[config.mk]
export PLATFORM = sky130hd
export DESIGN_NAME = weekly_schedule_matcher
export DESIGN_NICKNAME = d
export VERILOG_FILES = /design/src/design/wsm_pkg.sv /design/src/design/wsm_table.sv /design/src/design/weekly_schedule_matcher.sv
export SDC_FILE = /design/constraint.sdc
export NUM_CORES = 1
export LEC_CHECK = 0
export ABC_AREA = 1
export ABC_CLOCK_PERIOD_IN_PS = 5700
export BUFFER_PORTS_ARGS = -buffer_cell sky130_fd_sc_hd__clkbuf_2
export CORE_MARGIN = 2
export CORE_UTILIZATION = 40
export CTS_BUF_LIST = sky130_fd_sc_hd__clkbuf_4
export CTS_CLUSTER_DIAMETER = 120
export CTS_CLUSTER_SIZE = 12
export DETAILED_ROUTE_END_ITERATION = 8
export PLACE_DENSITY_LB_ADDON = 0.05
export SLEW_MARGIN = 20
export SYNTH_ARGS = -nofsm -noshare
export SYNTH_HDL_FRONTEND = slang
export SYNTH_SLANG_ARGS = --single-unit
[constraint.sdc]
create_clock -name clk -period 5.7 [get_ports clk]
set_input_delay 0.57 -clock clk [delete_from_list [all_inputs] [get_ports clk]]
set_output_delay 0.57 -clock clk [all_outputs]
set_load 0.02 [all_outputs]
[src/design/wsm_pkg.sv]
`default_nettype none

package wsm_pkg;

  localparam int MAX_ENTRIES  = 16;
  localparam int RESULT_LIMIT = 16;

  localparam int IDX_W = (MAX_ENTRIES > 1) ? $clog2(MAX_ENTRIES) : 1;
  localparam int CNT_W = $clog2(MAX_ENTRIES + 1);
  localparam int RES_W = $clog2(RESULT_LIMIT + 1);

  localparam logic CMD_WRITE = 1'b0;
  localparam logic CMD_TIME  = 1'b1;

  localparam logic [1:0] REG_TASK_COUNT = 2'd0;
  localparam logic [1:0] REG_CHANNEL_A  = 2'd1;
  localparam logic [1:0] REG_CHANNEL_B  = 2'd2;

  localparam logic [4:0] TASK_COUNT_RST = 5'd0;
  localparam logic [3:0] CHANNEL_A_RST  = 4'd13;
  localparam logic [3:0] CHANNEL_B_RST  = 4'd14;

  typedef struct packed {
    logic       active;
    logic       switch_on;
    logic [3:0] channel;
    logic [7:0] day_mask;
    logic [5:0] minute;
    logic [4:0] hour;
  } entry_t;

  typedef struct packed {
    logic [3:0] channel;
    logic       switch_on;
    logic [3:0] slot;
  } result_t;

endpackage

`default_nettype wire

[src/design/wsm_table.sv]
`default_nettype none

module wsm_table
  import wsm_pkg::*;
(
  input  wire logic             clk,
  input  wire logic             rst_n,
  input  wire logic             wr_en,
  input  wire logic [IDX_W-1:0] wr_addr,
  input  wire entry_t           wr_data,
  input  wire logic [IDX_W-1:0] rd_addr,
  output entry_t                rd_data
);

  entry_t entry_r [MAX_ENTRIES];
  logic [MAX_ENTRIES-1:0] valid_r;

  always_ff @(posedge clk) begin
    if (!rst_n) begin
      valid_r <= '0;
    end else if (wr_en) begin
      valid_r[wr_addr] <= 1'b1;
    end
  end

  // entries never written read as cleared
  always_ff @(posedge clk) begin
    if (wr_en) begin
      entry_r[wr_addr] <= wr_data;
    end
    rd_data <= valid_r[rd_addr] ? entry_r[rd_addr] : '0;
  end

endmodule

`default_nettype wire

[src/design/weekly_schedule_matcher.sv]
// channel  direction  handshake          payload
// in       input      in_valid/in_stall  cmd, slot, hour, minute, weekday, mask, channel, on, active
// out      output     out_valid/out_stall channel, on, slot, last
// cfg      input      cfg_valid/cfg_ready index (2 bits), data (5 bits)
//
// a write item, like a time item that is ignored, is done while the block stays idle; a time item that
// is handled takes a setup step, a scan step for each table entry in use and a closing flush step, and
// the next item is taken once the block is back in idle
// the scan steps the single entry comparator through the table
// reset is synchronous, active low, and clears the table and the handled minute
// a stalled output holds the scan when a result is pending and another match is waiting behind it
`default_nettype none

module weekly_schedule_matcher
  import wsm_pkg::*;
(
  input  wire logic       clk,
  input  wire logic       rst_n,

  input  wire logic       in_valid,
  output logic            in_stall,
  input  wire logic       in_cmd,
  input  wire logic [3:0] in_slot,
  input  wire logic [4:0] in_hour,
  input  wire logic [5:0] in_minute,
  input  wire logic [2:0] in_weekday,
  input  wire logic [7:0] in_day_mask,
  input  wire logic [3:0] in_target_channel,
  input  wire logic       in_switch_on,
  input  wire logic       in_active,

  output logic            out_valid,
  input  wire logic       out_stall,
  output logic [3:0]      out_channel,
  output logic            out_on,
  output logic [3:0]      out_slot,
  output logic            out_last,

  input  wire logic       cfg_valid,
  output logic            cfg_ready,
  input  wire logic [1:0] cfg_index,
  input  wire logic [4:0] cfg_data
);

  typedef enum logic [1:0] {ST_IDLE, ST_SCAN, ST_FLUSH} state_t;

  state_t           state_r, state_nxt;
  logic [4:0]       task_count_r, task_count_nxt;
  logic [3:0]       chan_a_r, chan_a_nxt;
  logic [3:0]       chan_b_r, chan_b_nxt;
  logic [5:0]       handled_minute_r, handled_minute_nxt;
  logic             handled_valid_r, handled_valid_nxt;
  logic [4:0]       hour_r, hour_nxt;
  logic [2:0]       weekday_r, weekday_nxt;
  logic [CNT_W-1:0] idx_r, idx_nxt;
  logic [CNT_W-1:0] limit_r, limit_nxt;
  logic [RES_W-1:0] n_r, n_nxt;
  logic             pend_valid_r, pend_valid_nxt;
  result_t          pend_r, pend_nxt;
  logic             out_valid_r, out_valid_nxt;
  result_t          out_r, out_nxt;
  logic             out_last_r, out_last_nxt;

  logic             in_xfer;
  logic             wr_en;
  entry_t           wr_entry;
  entry_t           cur;
  logic             match;
  logic             out_free;
  logic             end_of_scan;
  result_t          cur_res;

  assign in_stall  = (state_r != ST_IDLE);
  assign cfg_ready = 1'b1;
  assign in_xfer   = in_valid && !in_stall;

  assign wr_en    = in_xfer && (in_cmd == CMD_WRITE) && (int'(in_slot) < MAX_ENTRIES);
  assign wr_entry = '{active: in_active, switch_on: in_switch_on,
                      channel: in_target_channel, day_mask: in_day_mask,
                      minute: in_minute, hour: in_hour};

  // entry for the next scan index is fetched from idx_nxt, so the registered read data lines up with idx_r
  wsm_table u_table (
    .clk     (clk),
    .rst_n   (rst_n),
    .wr_en   (wr_en),
    .wr_addr (IDX_W'(in_slot)),
    .wr_data (wr_entry),
    .rd_addr (idx_nxt[IDX_W-1:0]),
    .rd_data (cur)
  );

  // single entry comparator shared across the scan
  assign match = cur.active && (cur.hour == hour_r) && (cur.minute == handled_minute_r)
                 && cur.day_mask[weekday_r]
                 && ((cur.channel == chan_a_r) || (cur.channel == chan_b_r))
                 && (int'(n_r) < RESULT_LIMIT);

  assign cur_res     = '{channel: cur.channel, switch_on: cur.switch_on, slot: 4'(idx_r)};
  assign out_free    = !out_valid_r || !out_stall;
  assign end_of_scan = ((idx_r + 1'b1) == limit_r);

  always_comb begin
    state_nxt          = state_r;
    task_count_nxt     = task_count_r;
    chan_a_nxt         = chan_a_r;
    chan_b_nxt         = chan_b_r;
    handled_minute_nxt = handled_minute_r;
    handled_valid_nxt  = handled_valid_r;
    hour_nxt           = hour_r;
    weekday_nxt        = weekday_r;
    idx_nxt            = idx_r;
    limit_nxt          = limit_r;
    n_nxt              = n_r;
    pend_valid_nxt     = pend_valid_r;
    pend_nxt           = pend_r;
    out_valid_nxt      = out_valid_r;
    out_nxt            = out_r;
    out_last_nxt       = out_last_r;

    if (out_valid_r && !out_stall) begin
      out_valid_nxt = 1'b0;
    end

    if (cfg_valid && cfg_ready) begin
      unique case (cfg_index)
        REG_TASK_COUNT: task_count_nxt = cfg_data;
        REG_CHANNEL_A:  chan_a_nxt     = cfg_data[3:0];
        REG_CHANNEL_B:  chan_b_nxt     = cfg_data[3:0];
        default: ;
      endcase
    end

    unique case (state_r)
      ST_IDLE: begin
        if (in_xfer && (in_cmd == CMD_TIME) && (task_count_r != '0)
            && !(handled_valid_r && (in_minute == handled_minute_r))) begin
          handled_minute_nxt = in_minute;
          handled_valid_nxt  = 1'b1;
          hour_nxt           = in_hour;
          weekday_nxt        = in_weekday;
          idx_nxt            = '0;
          n_nxt              = '0;
          if (int'(task_count_r) > MAX_ENTRIES) begin
            limit_nxt = CNT_W'(MAX_ENTRIES);
          end else begin
            limit_nxt = CNT_W'(task_count_r);
          end
          state_nxt = ST_SCAN;
        end
      end
      ST_SCAN: begin
        if (!(match && pend_valid_r && !out_free)) begin
          if (match) begin
            if (pend_valid_r) begin
              out_valid_nxt = 1'b1;
              out_nxt       = pend_r;
              out_last_nxt  = 1'b0;
            end
            pend_valid_nxt = 1'b1;
            pend_nxt       = cur_res;
            n_nxt          = n_r + 1'b1;
          end
          if (end_of_scan) begin
            state_nxt = ST_FLUSH;
          end else begin
            idx_nxt = idx_r + 1'b1;
          end
        end
      end
      ST_FLUSH: begin
        if (!pend_valid_r) begin
          state_nxt = ST_IDLE;
        end else if (out_free) begin
          out_valid_nxt  = 1'b1;
          out_nxt        = pend_r;
          out_last_nxt   = 1'b1;
          pend_valid_nxt = 1'b0;
          state_nxt      = ST_IDLE;
        end
      end
      default: state_nxt = ST_IDLE;
    endcase
  end

  always_ff @(posedge clk) begin
    hour_r     <= hour_nxt;
    weekday_r  <= weekday_nxt;
    idx_r      <= idx_nxt;
    limit_r    <= limit_nxt;
    n_r        <= n_nxt;
    pend_r     <= pend_nxt;
    out_r      <= out_nxt;
    out_last_r <= out_last_nxt;
    if (!rst_n) begin
      state_r          <= ST_IDLE;
      task_count_r     <= TASK_COUNT_RST;
      chan_a_r         <= CHANNEL_A_RST;
      chan_b_r         <= CHANNEL_B_RST;
      handled_minute_r <= '0;
      handled_valid_r  <= 1'b0;
      pend_valid_r     <= 1'b0;
      out_valid_r      <= 1'b0;
    end else begin
      state_r          <= state_nxt;
      task_count_r     <= task_count_nxt;
      chan_a_r         <= chan_a_nxt;
      chan_b_r         <= chan_b_nxt;
      handled_minute_r <= handled_minute_nxt;
      handled_valid_r  <= handled_valid_nxt;
      pend_valid_r     <= pend_valid_nxt;
      out_valid_r      <= out_valid_nxt;
    end
  end

  assign out_valid   = out_valid_r;
  assign out_channel = out_r.channel;
  assign out_on      = out_r.switch_on;
  assign out_slot    = out_r.slot;
  assign out_last    = out_last_r;

`ifndef SYNTHESIS
  a_idle_no_pending: assert property (@(posedge clk) disable iff (!rst_n)
    state_r == ST_IDLE |-> !pend_valid_r)
    else $error("pending result left behind in idle");

  a_scan_in_range: assert property (@(posedge clk) disable iff (!rst_n)
    state_r == ST_SCAN |-> idx_r < limit_r)
    else $error("scan index beyond entry count");

  a_result_cap: assert property (@(posedge clk) disable iff (!rst_n)
    state_r != ST_IDLE |-> int'(n_r) <= RESULT_LIMIT)
    else $error("result count over limit");

  a_scan_needs_minute: assert property (@(posedge clk) disable iff (!rst_n)
    state_r == ST_SCAN |-> handled_valid_r)
    else $error("scan without a handled minute");
`endif

endmodule

`default_nettype wire
# Word level (Yosys, flattened, before mapping)
# Memories as Yosys holds them, arrays and structs flattened. A register that Yosys moved wholly into a read port is not among the register bits.
# Cells that the tools add are included.
# totals
register_bits	82
ram_bits	400
output_inout_bits	13
word_cells	138
mem_count	1
# mem_list
memory	words	width	read_ports	rd_ports_with_merged_regs	wr	line	rtl
u_table.entry_r	16	25	1	1	1	wsm_table.sv:15	entry_t entry_r [MAX_ENTRIES];
# classes
n_addsub	2
n_lt_le_gt_ge	6
eq_ne	19
n_mux	46
bitwise	3
reduce_logical	39
# ops
op	count
$mux W9	5
$mux W5	6
$mux W1	20
$pmux W5 S2	2
$pmux W9 S2	1
$ne A2 B2 Y1 const B	8
$or A16 B16 Y16	1
$logic_and A1 B1 Y1	15
$eq A6 B6 Y1	2
$reduce_and A4 Y1	3
$add A5 B1 Y5 const B	2
$eq A5 B5 Y1	2
$lt A4 B5 Y1 const B	2
$mux W2	5
$eq A4 B4 Y1	2
$reduce_and A2 Y1	4
$logic_not A1 Y1	6
$pmux W1 S2	3
$pmux W2 S3	1
$reduce_and A3 Y1	2
$reduce_and A6 Y1	1
$reduce_bool A2 Y1	3
$gt A5 B5 Y1 const B	1
$lt A5 B5 Y1 const B	1
other kinds (12)	17

# Depth between registers and ports, before layout
# Gate-level depths: netlist (run 1).
# logic_depth
depth_word	13
mapped_depth	24

# Modules after synthesis
# A second synthesis (run 1) with hierarchy kept.
# unflattened
cells_unflattened	2193
hier_area_um2	21848.5
# modules_own_cells
module	instances	cells_each	area_per_inst_um2	seq_area_each_um2
wsm_table	1	1815	18590.3	12832.3
weekly_schedule_matcher	1	378	3258.1	1701.6

# Worst setup path after synthesis (run 1)
# Ideal clock, no wire load.
# synth_timing
path_kind	register to register
from	reg weekday_r[0]
to	reg out_r, in the netlist out_channel[0], enable pin
setup_time_ns	0.393
arrival_ns	2.129
required_time_ns	5.307
setup_slack_ns	3.178
path_stages_with_launch	10
n_path_buf	0
period_less_slack_ns	2.522
path_cell_list	edfxtp_1 > o21ai_0 > nand2_1 > o21ai_1 > nand2_1 > nor2_1 > inv_1 > o22ai_1 > inv_1 > a211oi_1
# synth_between
elab_chain_len	9
word_cells_on_any_way	10
# synth_lines
item	line	rtl
from (decl)	weekly_schedule_matcher.sv:54	logic [2:0] weekday_r, weekday_nxt;
from (signal assigned)	weekly_schedule_matcher.sv:188	weekday_r <= weekday_nxt;
$bmux W1 S3 *	weekly_schedule_matcher.sv:95	&& cur.day_mask[weekday_r]
$mux W1 (not written as such) *	weekly_schedule_matcher.sv:95	
$logic_and A1 B1 Y1 *	weekly_schedule_matcher.sv:95	
$logic_and A1 B1 Y1 *	weekly_schedule_matcher.sv:96	&& ((cur.channel == chan_a_r) || (cur.channel == chan_b_r))
$logic_and A1 B1 Y1 *	weekly_schedule_matcher.sv:97	&& (int'(n_r) < RESULT_LIMIT);
$logic_and A1 B1 Y1 (2 in a row)	weekly_schedule_matcher.sv:153	if (!(match && pend_valid_r && !out_free)) begin
$ne A2 B2 Y1 (no source line)	n/a	
$reduce_and A6 Y1 (no source line) *	n/a	
to (signal assigned)	weekly_schedule_matcher.sv:193	out_r <= out_nxt;
to (decl)	weekly_schedule_matcher.sv:61	result_t out_r, out_nxt;
# Mark *: on every way between the ends. The rest lies on a longest branch, timed or not. The select of a mux whose other input is x is not followed.
# A chain may end at the register's enable or synchronous reset.

# Worst setup path after layout (run 1)
# layout_timing
from	reg weekday_r[0]
to	reg u_table.rd_data[18] (netlist name)
# layout_between
elab_chain_len	12
# layout_lines
item	line	rtl
$bmux W1 S3 *	weekly_schedule_matcher.sv:95	
$mux W1 (not written as such) *	weekly_schedule_matcher.sv:95	
$logic_and A1 B1 Y1 *	weekly_schedule_matcher.sv:95	
$logic_and A1 B1 Y1 *	weekly_schedule_matcher.sv:96	
$logic_and A1 B1 Y1 *	weekly_schedule_matcher.sv:97	
$logic_and A1 B1 Y1 * (2 in a row)	weekly_schedule_matcher.sv:153	
$mux W5 *	weekly_schedule_matcher.sv:153	
$pmux W5 S2 *	weekly_schedule_matcher.sv:134	unique case (state_r)
$bmux W1 S4	wsm_table.sv:31	rd_data <= valid_r[rd_addr] ? entry_r[rd_addr] : '0;
$mux W1 (not written as such)	wsm_table.sv:31	
$logic_not A1 Y1 (no source line)	n/a	
# Marks and branches as above.

==> results of run 1 <==
==> path summary, 6_finish.rpt <==
check	slack (ns)	cells past startpoint	end
worst max-delay path	1.38	17	u_table.rd_data[18]$_SDFF_PN0_
worst min-delay path	0.10	1	u_table.entry_r[3][13]$_DFFE_PP_
worst max register to register	1.38	17	u_table.rd_data[18]$_SDFF_PN0_
worst min register to register	0.44	0	out_slot[0]$_DFFE_PP_
==> worst reg2reg max path, delay by kind of cell (launching register included) <==
kind | cells | cell delay, ns
AND/OR/NAND/NOR | 13 | 2.07
flip-flops | 1 | 0.51
buffers and inverters | 2 | 0.85
AO/OA/AOI/OAI | 2 | 0.81
==> kinds of logic after synthesis <==
logic type	after synthesis
xor+xnor	11
simple gates	1063
fa+ha+maj	5
buf+inv	532
other cells	1
compound gates	56
flops	507
==> state kept, by name (all words and copies together), names as in the netlist, 2 cells and up <==
name              cells
pend_r                9
n_r                   5
weekday_r             3
chan_a_r              4
task_count_r          5
u_table.rd_data      25
state_r               2
chan_b_r              4
out_channel           4
idx_r                 5
u_table.valid_r      16
handled_minute_r      6
out_slot              4
hour_r                5
limit_r               5
u_table.entry_r     400
==> synthesized netlist by cell type, drive strengths merged, types with 2 or more instances <==
master and count:
clkinv 3, a211oi 4, nor4 3, nand2 369, nand3 483, clkbuf 27
nand4 4, or2 2, o211ai 5, nand3b 109, dfxtp 69, xnor2 3
nor2 88, edfxtp 438, o21ai 24, ha 5, nor3 4, xor2 8
a21oi 20, buf 87, inv 415
==> area by class of cell <==
class / instances / area [sq um]
fillers: 5312 / 31100
flip-flops and latches: 507 / 14500
multi-input cells: 1136 / 5730
inverters: 418 / 1570
well taps: 748 / 936
clock buffers: 87 / 653
repair buffers: 98 / 643
clock inverters: 2 / 18.8
diodes: 1 / 2.50
==> stage by stage <==
stage               hold WS [ns]  cell area [sq um]
detailed placement         0.406              23300
floorplan                  0.386              22400
CTS                      0.00984              24100
finish                     0.104              24100
global route              0.0778              24100
global placement           0.402              23300
==> power by group through the flow <==
stage	Sequential (uW)	Clock, uW	Combinational, uW
after global routing	4270	2110	4680
after global placement	4340	0	4140
after floorplan	4300	0	3310
after detailed placement	4340	0	4200
after CTS	4250	1990	4220
final	4250	1910	4150
==> per-layer routing <==
layer / share of wire (%) / global-route usage [%] / vias up
met2: 46 / 35.1 / 389
met5: 0.021 / 0 / -
met4: 2.2 / 6.55 / 2
met1: 46 / 30.5 / 7339
li1: - / - / 7254
met3: 5.3 / 3.19 / 76
==> impl_results.html, run 1 <==
<table>
<tr><th>Metric</th><th>Value</th></tr>
<tr><th colspan="2">Placed design</th></tr>
<tr><td>Placed wire-length estimate after detailed placement</td><td>31900 um</td></tr>
<tr><td>Port buffer count</td><td>56</td></tr>
<tr><td>Number of placed instances with taps included</td><td>2898</td></tr>
<tr><td>Worst slack at placement</td><td>1.25 ns</td></tr>
<tr><td>Placer congestion estimate</td><td>0.817</td></tr>
<tr><th colspan="2">Setup path</th></tr>
<tr><td>Arrival time reported for the critical path endpoint</td><td>5.09 ns</td></tr>
<tr><td>Cells traversed along the worst timing path</td><td>o21ai_0, nand2_1, o21ai_1, nand3_2, nand2_2, nand2_1, nand3_2, nand2_8, nand2_4, buf_4, nand2_1, nand3_1, nand3_1, nand3_1, nand2_1, nand2_1, inv_1</td></tr>
<tr><td>Max stage delay on crit path</td><td>0.72 ns</td></tr>
<tr><td>Start point of the critical path</td><td>weekday_r[0]$_DFFE_PP_</td></tr>
<tr><td>Launch point of the worst reg-to-reg path</td><td>weekday_r[0]$_DFFE_PP_</td></tr>
<tr><td>CP max FO</td><td>63</td></tr>
<tr><td>Crit path kind</td><td>reg2reg</td></tr>
<tr><td>Kind of cell with the highest combined delay on the critical path</td><td>simple AND/OR/NAND/NOR gates</td></tr>
<tr><td>Critical Path End Type</td><td>flop</td></tr>
<tr><td>Startpoint type of the worst setup path</td><td>flop</td></tr>
<tr><td>CP max-delay cell</td><td>sky130_fd_sc_hd__buf_4</td></tr>
<tr><td>Data required time of the worst path</td><td>6.47 ns</td></tr>
<tr><td>Buffers plus inverters on the worst setup path</td><td>2</td></tr>
<tr><td>Cell repeated most along the worst path</td><td>sky130_fd_sc_hd__nand2_1</td></tr>
<tr><th colspan="2">Detailed routing</th></tr>
<tr><td>TritonRoute pass-1 iters</td><td>5</td></tr>
<tr><td>Wire per inst</td><td>20.7 um</td></tr>
<tr><td>Total routed wirelength</td><td>62000 um</td></tr>
<tr><td>Total number of vias</td><td>15060</td></tr>
<tr><td>Drt first-iter violations</td><td>1188</td></tr>
<tr><td>Antenna Nets Post-Route</td><td>0</td></tr>
<tr><td>Routed via count divided by cell count</td><td>5.03</td></tr>
<tr><td>Post-route DRC violation count</td><td>0</td></tr>
<tr><th colspan="2">Synthesis</th></tr>
<tr><td>Mapped Cells</td><td>2175</td></tr>
<tr><td>Ranking of synthesized cells by area</td><td>sky130_fd_sc_hd__edfxtp_1 (59%), sky130_fd_sc_hd__nand3_1 (11%), sky130_fd_sc_hd__inv_1 (6.8%)</td></tr>
<tr><td>Yosys reg bits</td><td>507</td></tr>
<tr><td>Synth Net Count</td><td>2225</td></tr>
<tr><td>Seq/Total Area, Yosys</td><td>64.8%</td></tr>
<tr><td>Post-Synthesis Cell Area</td><td>22400 sq um</td></tr>
<tr><td>Post-Synth Simple-Gate Area</td><td>22.7%</td></tr>
<tr><td>Xor and xnor fraction of the mapped netlist area</td><td>0.430%</td></tr>
<tr><td>Post-synthesis mux area share</td><td>0%</td></tr>
<tr><td>Main combinational cell family by area after synthesis</td><td>simple AND/OR/NAND/NOR gates</td></tr>
<tr><td>Compound-gate portion of the synthesized area</td><td>1.50%</td></tr>
<tr><td>Biggest area consumer among synthesized cells</td><td>sky130_fd_sc_hd__edfxtp_1</td></tr>
<tr><td>YS warnings</td><td>0</td></tr>
<tr><td>Number of enable-type register cells in the synthesized netlist</td><td>438</td></tr>
<tr><td>Ys flop type</td><td>sky130_fd_sc_hd__edfxtp_1</td></tr>
<tr><td>Arithmetic-cell share of the synthesized area counting full adders, half adders and majority gates</td><td>0.279%</td></tr>
<tr><td>Per-instance average area after synthesis</td><td>10.3 sq um</td></tr>
<tr><td>Async set-or-reset flop fraction in the synthesized netlist</td><td>0%</td></tr>
<tr><td>Netlist cell types</td><td>39</td></tr>
<tr><td>Top cell type's share of synthesized area</td><td>58.7%</td></tr>
<tr><th colspan="2">Power and ir drop</th></tr>
<tr><td>Internal power</td><td>6030 uW</td></tr>
<tr><td>Share of total power in combinational logic</td><td>40.2%</td></tr>
<tr><td>Switching Fraction</td><td>41.6%</td></tr>
<tr><td>Sw power</td><td>4290 uW</td></tr>
<tr><td>Leakage power of the design</td><td>0.00991 uW</td></tr>
<tr><td>Relative contribution of sequential cells to total power</td><td>41.2%</td></tr>
<tr><td>Clock share of power</td><td>18.5%</td></tr>
<tr><td>Ratio of total power to cell area</td><td>428 nW/um^2</td></tr>
<tr><td>Pwr Total</td><td>10300 uW</td></tr>
<tr><td>IR drop worst, VDD</td><td>0.327 mV</td></tr>
<tr><th colspan="2">STA</th></tr>
<tr><td>Total setup violations reported at the end of the flow</td><td>0</td></tr>
<tr><td>Final period utilization</td><td>75.8%</td></tr>
<tr><td>Sum of negative setup slack</td><td>0 ns</td></tr>
<tr><td>Layout Skew</td><td>0.0945 ns</td></tr>
<tr><td>Setup repair after global routing missed its margin</td><td>false</td></tr>
<tr><td>Smallest setup slack after layout</td><td>1.38 ns</td></tr>
<tr><td>Maximum frequency from static timing analysis</td><td>0.231 GHz</td></tr>
<tr><td>Post-route minimum period</td><td>4.32 ns</td></tr>
<tr><td>Final number of hold-violating endpoints</td><td>0</td></tr>
<tr><td>Number of pins exceeding their max-slew limit in the final report</td><td>0</td></tr>
<tr><td>Least-Margin Pin Slew</td><td>1.11 ns</td></tr>
<tr><td>Max-slew headroom at the worst pin</td><td>26.2%</td></tr>
<tr><th colspan="2">Floorplanning</th></tr>
<tr><td>I/O Pins</td><td>58</td></tr>
<tr><td>Horizontal die dimension</td><td>241 um</td></tr>
<tr><td>Initial standard-cell utilization of the core</td><td>40.6%</td></tr>
<tr><td>Die height</td><td>241 um</td></tr>
<tr><td>Standard-cell row count</td><td>86</td></tr>
<tr><td>Core region area</td><td>55200 sq um</td></tr>
<tr><td>Die footprint</td><td>58000 sq um</td></tr>
<tr><th colspan="2">Final layout</th></tr>
<tr><td>Most frequent standard cell in the layout excluding fill and tap cells</td><td>sky130_fd_sc_hd__nand3_1</td></tr>
<tr><td>Area Growth Syn to Fin</td><td>7.43%</td></tr>
<tr><td>Post-route non-filler standard cell count</td><td>2997</td></tr>
<tr><td>Share of the core filled with cells</td><td>43.6%</td></tr>
<tr><td>Leading cell types in the layout, fill and taps excluded</td><td>sky130_fd_sc_hd__nand3_1 (481), sky130_fd_sc_hd__edfxtp_1 (438), sky130_fd_sc_hd__inv_1 (407), sky130_fd_sc_hd__nand2_1 (362), sky130_fd_sc_hd__nand3b_1 (108)</td></tr>
<tr><td># nets final</td><td>2259</td></tr>
<tr><td>Fraction of final layout cells with drive strength greater than 1</td><td>9.65%</td></tr>
<tr><th colspan="2">Clock tree</th></tr>
<tr><td>Clock tree root buffer cell</td><td>sky130_fd_sc_hd__clkbuf_4</td></tr>
<tr><td>H-tree level count</td><td>2</td></tr>
<tr><td>Setup fix buffers added after clock tree synthesis</td><td>0</td></tr>
<tr><td>Cells resized by post-CTS repair</td><td>0</td></tr>
<tr><td>Number of buffers between clock root and the deepest sink</td><td>3</td></tr>
<tr><td>Clock latency of the later-clocked register in the worst-skew pair</td><td>0.88 ns</td></tr>
<tr><td>Clock sink total</td><td>507</td></tr>
<tr><td>Number of buffers inserted for hold repair after clock tree synthesis</td><td>9</td></tr>
<tr><td>Number of buffers created by CTS</td><td>48</td></tr>
<tr><td>TritonCTS clock tree</td><td>yes</td></tr>
<tr><td>Clock-pin transition on the worst setup and hold timing paths</td><td>0.14 ns</td></tr>
<tr><th colspan="2">GRT</th></tr>
<tr><td>GR Overflow Total</td><td>0</td></tr>
<tr><td>Pin count of the biggest net entering global routing</td><td>121</td></tr>
<tr><td>GRT Resource Usage Total</td><td>21.7%</td></tr>
<tr><td>Number of global-route vias before repair</td><td>14331</td></tr>
<tr><td>First-pass GRT wire length</td><td>92200 um</td></tr>
<tr><td>Number of antenna violations at the first check in global routing</td><td>2</td></tr>
<tr><th colspan="2">Hold path</th></tr>
<tr><td>Hold Startpoint</td><td>in_day_mask[2]</td></tr>
<tr><td>Class of the worst hold path</td><td>in2reg</td></tr>
<tr><th colspan="2">Job</th></tr>
<tr><td>Total of max-cap violations</td><td>0</td></tr>
<tr><th colspan="2">Status</th></tr>
<tr><td>Run status</td><td>finished clean</td></tr>
</table>
(Power assumes the default switching activity.)
==> run 2: changes to the inputs <==
- ABC_CLOCK_PERIOD_IN_PS: 5700 -> 3950
- clock period: 5.7 -> 3.95 ns (I/O delays scaled with it)
==> run 2 against run 1 <==
Sequential share of layout area is 1.3 points lower; critical path depth is 2 higher; combinational power is 51% higher; die area stayed put; clock power is 43% higher; highest routed layer unchanged.
==> impl_results.html, run 2 (synthesized netlist as in run 1, its figures left out) <==
<table>
<tr><th>Metric</th><th>Value</th></tr>
<tr><th colspan="2">STA</th></tr>
<tr><td>Least-Margin Pin Slew</td><td>0.825 ns</td></tr>
<tr><td>Layout Skew</td><td>0.0604 ns</td></tr>
<tr><td>Maximum frequency from static timing analysis</td><td>0.287 GHz</td></tr>
<tr><td>Number of pins exceeding their max-slew limit in the final report</td><td>0</td></tr>
<tr><td>Final number of hold-violating endpoints</td><td>0</td></tr>
<tr><td>Smallest setup slack after layout</td><td>0.465 ns</td></tr>
<tr><td>Setup repair after global routing missed its margin</td><td>false</td></tr>
<tr><td>Post-route minimum period</td><td>3.48 ns</td></tr>
<tr><td>Max-slew headroom at the worst pin</td><td>44.8%</td></tr>
<tr><td>Total setup violations reported at the end of the flow</td><td>0</td></tr>
<tr><td>Final period utilization</td><td>88.2%</td></tr>
<tr><td>Sum of negative setup slack</td><td>0 ns</td></tr>
<tr><th colspan="2">Final layout</th></tr>
<tr><td>Leading cell types in the layout, fill and taps excluded</td><td>sky130_fd_sc_hd__nand3_1 (481), sky130_fd_sc_hd__edfxtp_1 (438), sky130_fd_sc_hd__inv_1 (407), sky130_fd_sc_hd__nand2_1 (362), sky130_fd_sc_hd__nand3b_1 (108)</td></tr>
<tr><td>Design Area, Final</td><td>24600 sq um</td></tr>
<tr><td>Largest reg by FF count</td><td>u_table.entry_r</td></tr>
<tr><td>Share of the core filled with cells</td><td>44.6%</td></tr>
<tr><td>Max reg flops</td><td>400</td></tr>
<tr><td>Reg area</td><td>14500 sq um</td></tr>
<tr><td>Most frequent standard cell in the layout excluding fill and tap cells</td><td>sky130_fd_sc_hd__nand3_1</td></tr>
<tr><td>Fraction of final layout cells with drive strength greater than 1</td><td>10.4%</td></tr>
<tr><td>Area Growth Syn to Fin</td><td>9.79%</td></tr>
<tr><td># nets final</td><td>2309</td></tr>
<tr><td>Post-route non-filler standard cell count</td><td>3050</td></tr>
<tr><td>Multi-input gate area</td><td>5730 sq um</td></tr>
<tr><td>Filler Cells Inserted</td><td>5317</td></tr>
<tr><td>Largest registers ranked by flip-flop count</td><td>u_table.entry_r (400), u_table.rd_data (25), u_table.valid_r (16)</td></tr>
<tr><th colspan="2">Floorplanning</th></tr>
<tr><td>Core region area</td><td>55200 sq um</td></tr>
<tr><td>I/O Pins</td><td>58</td></tr>
<tr><td>Initial standard-cell utilization of the core</td><td>40.6%</td></tr>
<tr><td>Standard-cell row count</td><td>86</td></tr>
<tr><td>Die footprint</td><td>58000 sq um</td></tr>
<tr><td>Horizontal die dimension</td><td>241 um</td></tr>
<tr><td>Die height</td><td>241 um</td></tr>
<tr><th colspan="2">Clock tree</th></tr>
<tr><td>H-tree level count</td><td>2</td></tr>
<tr><td>Number of buffers created by CTS</td><td>48</td></tr>
<tr><td>Clock tree root buffer cell</td><td>sky130_fd_sc_hd__clkbuf_4</td></tr>
<tr><td>Clock latency of the later-clocked register in the worst-skew pair</td><td>0.89 ns</td></tr>
<tr><td>Clock sink total</td><td>507</td></tr>
<tr><td>TritonCTS clock tree</td><td>yes</td></tr>
<tr><td>Clock-pin transition on the worst setup and hold timing paths</td><td>0.14 ns</td></tr>
<tr><td>Number of buffers between clock root and the deepest sink</td><td>3</td></tr>
<tr><td>Setup fix buffers added after clock tree synthesis</td><td>0</td></tr>
<tr><th colspan="2">Detailed routing</th></tr>
<tr><td>Total number of vias</td><td>15305</td></tr>
<tr><td>Post-route DRC violation count</td><td>0</td></tr>
<tr><td>Routed via count divided by cell count</td><td>5.02</td></tr>
<tr><td>Drt first-iter violations</td><td>1227</td></tr>
<tr><td>TritonRoute pass-1 iters</td><td>5</td></tr>
<tr><td>Antenna Nets Post-Route</td><td>0</td></tr>
<tr><td>Total routed wirelength</td><td>62900 um</td></tr>
<tr><td>Wire per inst</td><td>20.6 um</td></tr>
<tr><th colspan="2">Setup path</th></tr>
<tr><td>Max stage delay on crit path</td><td>0.50 ns</td></tr>
<tr><td>Launch point of the worst reg-to-reg path</td><td>idx_r[0]$_DFF_P_</td></tr>
<tr><td>Cells traversed along the worst timing path</td><td>ha_1, nand3_1, xor2_1, inv_1, nand2_1, nand2_1, nand3b_4, nand2_2, nor2_1, nand2_1, nand2_4, inv_4, buf_4, nand3_1, nand3_1, nand3_1, nand2_1, nand2_1, inv_1</td></tr>
<tr><td>Critical Path End Type</td><td>flop</td></tr>
<tr><td>Crit path kind</td><td>reg2reg</td></tr>
<tr><td>Kind of cell with the highest combined delay on the critical path</td><td>simple AND/OR/NAND/NOR gates</td></tr>
<tr><td>Start point of the critical path</td><td>idx_r[0]$_DFF_P_</td></tr>
<tr><td>Arrival time reported for the critical path endpoint</td><td>4.23 ns</td></tr>
<tr><td>CP max FO</td><td>27</td></tr>
<tr><td>Cell repeated most along the worst path</td><td>sky130_fd_sc_hd__nand2_1</td></tr>
<tr><td>CP max-delay cell</td><td>sky130_fd_sc_hd__dfxtp_1</td></tr>
<tr><td>Startpoint type of the worst setup path</td><td>flop</td></tr>
<tr><td>Buffers plus inverters on the worst setup path</td><td>4</td></tr>
<tr><td>Data required time of the worst path</td><td>4.70 ns</td></tr>
<tr><th colspan="2">Power and ir drop</th></tr>
<tr><td>Leakage power of the design</td><td>0.0102 uW</td></tr>
<tr><td>Sw power</td><td>6280 uW</td></tr>
<tr><td>Clock share of power</td><td>18.1%</td></tr>
<tr><td>Switching Fraction</td><td>41.5%</td></tr>
<tr><td>IR drop worst, VDD</td><td>0.557 mV</td></tr>
<tr><td>Relative contribution of sequential cells to total power</td><td>40.5%</td></tr>
<tr><td>Internal power</td><td>8870 uW</td></tr>
<tr><td>Share of total power in combinational logic</td><td>41.4%</td></tr>
<tr><td>Ratio of total power to cell area</td><td>616 nW/um^2</td></tr>
<tr><th colspan="2">Hold path</th></tr>
<tr><td>Hold Startpoint</td><td>in_minute[5]</td></tr>
<tr><td>Class of the worst hold path</td><td>in2reg</td></tr>
<tr><th colspan="2">Placed design</th></tr>
<tr><td>Placer congestion estimate</td><td>0.809</td></tr>
<tr><td>Placed wire-length estimate after detailed placement</td><td>34100 um</td></tr>
<tr><td>Worst slack at placement</td><td>0.258 ns</td></tr>
<tr><td>Number of placed instances with taps included</td><td>2919</td></tr>
<tr><td>Port buffer count</td><td>56</td></tr>
<tr><td>Standard cell area after detailed placement</td><td>23600 sq um</td></tr>
<tr><th colspan="2">GRT</th></tr>
<tr><td>Pin count of the biggest net entering global routing</td><td>101</td></tr>
<tr><td>Number of antenna violations at the first check in global routing</td><td>4</td></tr>
<tr><td>GR Overflow Total</td><td>0</td></tr>
<tr><td>GRT Resource Usage Total</td><td>22.0%</td></tr>
<tr><td>First-pass GRT wire length</td><td>93500 um</td></tr>
<tr><td>Number of global-route vias before repair</td><td>14566</td></tr>
<tr><th colspan="2">Job</th></tr>
<tr><td>Total of max-cap violations</td><td>0</td></tr>
<tr><th colspan="2">Status</th></tr>
<tr><td>Run status</td><td>finished clean</td></tr>
</table>
==> run 2: layout make-up <==
class / count / share of cell area (%)
clock inverter: 3 / 0.0763
antenna: 4 / 0.0407
tap: 748 / 3.80
inverter: 418 / 6.39
sequential: 507 / 59.1
timing repair buffer: 148 / 4.74
multi-input combinational: 1136 / 23.3
clock buffer: 86 / 2.62
==> run 2: final timing paths <==
path	cells after the start	end	slack [ns]
hold reg to reg	0	out_slot[2]$_DFFE_PP_	0.43
hold / removal	2	u_table.entry_r[13][10]$_DFFE_PP_	0.07
setup reg to reg	19	u_table.rd_data[21]$_SDFF_PN0_	0.47
setup / recovery	19	u_table.rd_data[21]$_SDFF_PN0_	0.47
==> run 2: layer usage <==
metal / vias to the layer above / part of all wire, % / GRT usage [%] / routed length [um]
met3: 87 / 4.7 / 3.18 / 2950
li1: 7370 / - / - / -
met1: 7517 / 47 / 31.2 / 29700
met4: 4 / 2.0 / 4.86 / 1260
met5: - / 0.033 / 0 / 21
met2: 327 / 46 / 35.9 / 28900
==> run 2: repair_timing <==
item | in CTS | in global routing
resized for setup | 0 | 2
endpoints found under the setup margin | 0 | 4
hold endpoints to repair | 363 | 0
hold buffers | 38 | 0
==> run 2: power groups by stage <==
| stage | sequential, uW | clock [uW] | combinational, uW |
|---|---|---|---|
| after global routing | 6150 | 3030 | 7050 |
| after detailed placement | 6260 | 0 | 6290 |
| after CTS | 6130 | 2850 | 6340 |
| after floorplan | 6210 | 0 | 4770 |
| final | 6130 | 2740 | 6280 |
| after global placement | 6260 | 0 | 6280 |
==> run 2: stage by stage <==
stage / hold WS [ns] / power [uW]
6_report: 0.0702 / 15200
3_5_place_dp: 0.405 / 12500
5_1_grt: 0.0261 / 16200
4_1_cts: 0.00464 / 15300
2_1_floorplan: 0.386 / 11000
3_3_place_gp: 0.400 / 12500
==> run 3: changes to the inputs <==
- MAX_ROUTING_LAYER: default -> met4
==> run 3 against run 2 <==
Critical path depth unchanged; clock skew down 0.011 ns; worst hold slack better by 0.010 ns; highest routed layer is now met4; sequential share of layout area hardly changed; largest power group unchanged.
==> impl_results.html, run 3 (synthesized netlist as in run 1, its figures left out) <==
<table>
<tr><th>Metric</th><th>Value</th></tr>
<tr><th colspan="2">Status</th></tr>
<tr><td>Run status</td><td>finished clean</td></tr>
<tr><th colspan="2">GRT</th></tr>
<tr><td>Number of global-route vias before repair</td><td>14580</td></tr>
<tr><td>Pin count of the biggest net entering global routing</td><td>101</td></tr>
<tr><td>First-pass GRT wire length</td><td>93400 um</td></tr>
<tr><td>GRT Resource Usage Total</td><td>22.6%</td></tr>
<tr><td>GR Overflow Total</td><td>0</td></tr>
<tr><td>Number of antenna violations at the first check in global routing</td><td>4</td></tr>
<tr><th colspan="2">Power and ir drop</th></tr>
<tr><td>Leakage power of the design</td><td>0.0102 uW</td></tr>
<tr><td>Ratio of total power to cell area</td><td>615 nW/um^2</td></tr>
<tr><td>IR drop worst, VDD</td><td>0.553 mV</td></tr>
<tr><th colspan="2">Floorplanning</th></tr>
<tr><td>Die footprint</td><td>58000 sq um</td></tr>
<tr><td>Horizontal die dimension</td><td>241 um</td></tr>
<tr><td>Core region area</td><td>55200 sq um</td></tr>
<tr><td>I/O Pins</td><td>58</td></tr>
<tr><td>Standard-cell row count</td><td>86</td></tr>
<tr><td>Initial standard-cell utilization of the core</td><td>40.6%</td></tr>
<tr><td>Die height</td><td>241 um</td></tr>
<tr><th colspan="2">STA</th></tr>
<tr><td>Post-route minimum period</td><td>3.50 ns</td></tr>
<tr><td>Max-slew headroom at the worst pin</td><td>44.9%</td></tr>
<tr><td>Total setup violations reported at the end of the flow</td><td>0</td></tr>
<tr><td>Maximum frequency from static timing analysis</td><td>0.286 GHz</td></tr>
<tr><td>Worst Hold Slack</td><td>0.0807 ns</td></tr>
<tr><td>Setup repair after global routing missed its margin</td><td>false</td></tr>
<tr><td>Final number of hold-violating endpoints</td><td>0</td></tr>
<tr><td>Number of pins exceeding their max-slew limit in the final report</td><td>0</td></tr>
<tr><td>Layout Skew</td><td>0.0495 ns</td></tr>
<tr><td>Least-Margin Pin Slew</td><td>0.824 ns</td></tr>
<tr><td>Final period utilization</td><td>88.5%</td></tr>
<tr><td>Sum of negative setup slack</td><td>0 ns</td></tr>
<tr><th colspan="2">Placed design</th></tr>
<tr><td>Placer congestion estimate</td><td>0.822</td></tr>
<tr><td>Port buffer count</td><td>56</td></tr>
<tr><td>Standard cell area after detailed placement</td><td>23600 sq um</td></tr>
<tr><td>Placed wire-length estimate after detailed placement</td><td>34100 um</td></tr>
<tr><td>Number of placed instances with taps included</td><td>2919</td></tr>
<tr><th colspan="2">Final layout</th></tr>
<tr><td>Max reg flops</td><td>400</td></tr>
<tr><td>Area Growth Syn to Fin</td><td>9.81%</td></tr>
<tr><td>Design Area, Final</td><td>24600 sq um</td></tr>
<tr><td>Reg area</td><td>14500 sq um</td></tr>
<tr><td>Multi-input gate area</td><td>5730 sq um</td></tr>
<tr><td>Filler Cells Inserted</td><td>5315</td></tr>
<tr><td>Largest registers ranked by flip-flop count</td><td>u_table.entry_r (400), u_table.rd_data (25), u_table.valid_r (16)</td></tr>
<tr><td># nets final</td><td>2309</td></tr>
<tr><td>Fraction of final layout cells with drive strength greater than 1</td><td>10.4%</td></tr>
<tr><td>Largest reg by FF count</td><td>u_table.entry_r</td></tr>
<tr><td>Leading cell types in the layout, fill and taps excluded</td><td>sky130_fd_sc_hd__nand3_1 (481), sky130_fd_sc_hd__edfxtp_1 (438), sky130_fd_sc_hd__inv_1 (407), sky130_fd_sc_hd__nand2_1 (362), sky130_fd_sc_hd__nand3b_1 (108)</td></tr>
<tr><td>Most frequent standard cell in the layout excluding fill and tap cells</td><td>sky130_fd_sc_hd__nand3_1</td></tr>
<tr><td>Post-route non-filler standard cell count</td><td>3052</td></tr>
<tr><th colspan="2">Hold path</th></tr>
<tr><td>Hold Startpoint</td><td>in_minute[2]</td></tr>
<tr><td>Class of the worst hold path</td><td>in2reg</td></tr>
<tr><td>Hold EP</td><td>u_table.entry_r[2][7]$_DFFE_PP_</td></tr>
<tr><td>Number of cells on the worst hold path</td><td>2</td></tr>
<tr><th colspan="2">Detailed routing</th></tr>
<tr><td>Post-route DRC violation count</td><td>0</td></tr>
<tr><td>Total routed wirelength</td><td>62800 um</td></tr>
<tr><td>Drt first-iter violations</td><td>1208</td></tr>
<tr><td>Antenna Nets Post-Route</td><td>0</td></tr>
<tr><td>Routed via count divided by cell count</td><td>5.01</td></tr>
<tr><td>Wire per inst</td><td>20.6 um</td></tr>
<tr><td>TritonRoute pass-1 iters</td><td>5</td></tr>
<tr><td>Total number of vias</td><td>15302</td></tr>
<tr><th colspan="2">Clock tree</th></tr>
<tr><td>Clock latency of the later-clocked register in the worst-skew pair</td><td>0.87 ns</td></tr>
<tr><td>TritonCTS clock tree</td><td>yes</td></tr>
<tr><td>H-tree level count</td><td>2</td></tr>
<tr><td>Number of buffers created by CTS</td><td>48</td></tr>
<tr><td>Clock sink total</td><td>507</td></tr>
<tr><td>Clock tree root buffer cell</td><td>sky130_fd_sc_hd__clkbuf_4</td></tr>
<tr><td>Number of buffers between clock root and the deepest sink</td><td>3</td></tr>
<tr><td>Clock-pin transition on the worst setup and hold timing paths</td><td>0.14 ns</td></tr>
<tr><td>Setup fix buffers added after clock tree synthesis</td><td>0</td></tr>
<tr><th colspan="2">Setup path</th></tr>
<tr><td>Cells on worst reg2reg path</td><td>19</td></tr>
<tr><td>Launch point of the worst reg-to-reg path</td><td>idx_r[0]$_DFF_P_</td></tr>
<tr><td>Data required time of the worst path</td><td>4.69 ns</td></tr>
<tr><td>Kind of cell with the highest combined delay on the critical path</td><td>simple AND/OR/NAND/NOR gates</td></tr>
<tr><td>CP max FO</td><td>27</td></tr>
<tr><td>Buffers plus inverters on the worst setup path</td><td>4</td></tr>
<tr><td>Cells traversed along the worst timing path</td><td>ha_1, nand3_1, xor2_1, inv_1, nand2_1, nand2_1, nand3b_4, nand2_2, nor2_1, nand2_1, nand2_4, inv_4, buf_4, nand3_1, nand3_1, nand3_1, nand2_1, nand2_1, inv_1</td></tr>
<tr><td>Startpoint type of the worst setup path</td><td>flop</td></tr>
<tr><td>Reg-to-Reg End</td><td>u_table.rd_data[21]$_SDFF_PN0_</td></tr>
<tr><td>R2R setup slack</td><td>0.45 ns</td></tr>
<tr><td>Max stage delay on crit path</td><td>0.51 ns</td></tr>
<tr><td>Arrival time reported for the critical path endpoint</td><td>4.24 ns</td></tr>
<tr><td>Cell repeated most along the worst path</td><td>sky130_fd_sc_hd__nand2_1</td></tr>
<tr><td>Crit path kind</td><td>reg2reg</td></tr>
<tr><td>Critical Path End Type</td><td>flop</td></tr>
<tr><td>CP max-delay cell</td><td>sky130_fd_sc_hd__dfxtp_1</td></tr>
<tr><th colspan="2">Job</th></tr>
<tr><td>Total of max-cap violations</td><td>0</td></tr>
</table>
==> run 3: cell types whose count changed in the layout (fill, tap and decap cells not counted) <==
cell,delta
sky130_fd_sc_hd__diode_2,+2
==> run 3: worst max path at each step <==
stage                           startpoint                             end  slack, ns  cells past startpoint
floorplan           weekday_r[0]$_DFFE_PP_        out_channel[0]$_DFFE_PP_       1.43                      9
global placement    weekday_r[0]$_DFFE_PP_  u_table.rd_data[21]$_SDFF_PN0_       0.32                     17
detailed placement  weekday_r[0]$_DFFE_PP_  u_table.rd_data[21]$_SDFF_PN0_       0.26                     17
finish                    idx_r[0]$_DFF_P_  u_table.rd_data[21]$_SDFF_PN0_       0.45                     19
CTS                 weekday_r[0]$_DFFE_PP_  u_table.rd_data[21]$_SDFF_PN0_       0.24                     17
global route              idx_r[0]$_DFF_P_  u_table.rd_data[21]$_SDFF_PN0_       0.08                     19
==> run 3: area by class of cell <==
cell class,count,area share (%)
Inverter,418,6.38
Multi-Input combinational cell,1136,23.3
Clock inverter,3,0.0762
Tap cell,748,3.80
Sequential cell,507,59.0
Antenna cell,6,0.0610
Timing Repair Buffer,148,4.74
Clock buffer,86,2.62
==> run 3: power breakdown <==
| group | switching, uW | total, uW | internal (uW) | leakage (uW) |
|---|---|---|---|---|
| combinational | 4390 | 6270 | 1880 | 0.00525 |
| sequential | 116 | 6130 | 6020 | 0.00452 |
| clock | 1760 | 2730 | 975 | 0.000410 |
==> run 3: repair_timing <==
item,CTS,global route
hold buffers,38,0
setup endpoints to repair,0,4
endpoints found under the hold margin,363,0
gates resized for setup,0,2
==> run 3: routing by layer <==
metal / track usage [%] / share of wire, %
met1: 31.2 / 47
met3: 3.17 / 5.1
met2: 35.9 / 46
met4: 4.86 / 2.0
met5: - / 0
==> run 3: through the flow <==
step | util (%) | setup slack (ns) | total power (uW)
finish | 44.6 | 0.453 | 15100
global route | 44.6 | 0.0830 | 16200
CTS | 44.6 | 0.245 | 15300
detailed placement | 42.7 | 0.258 | 12500
global placement | 42.7 | 0.317 | 12500
floorplan | - | 1.43 | 11000
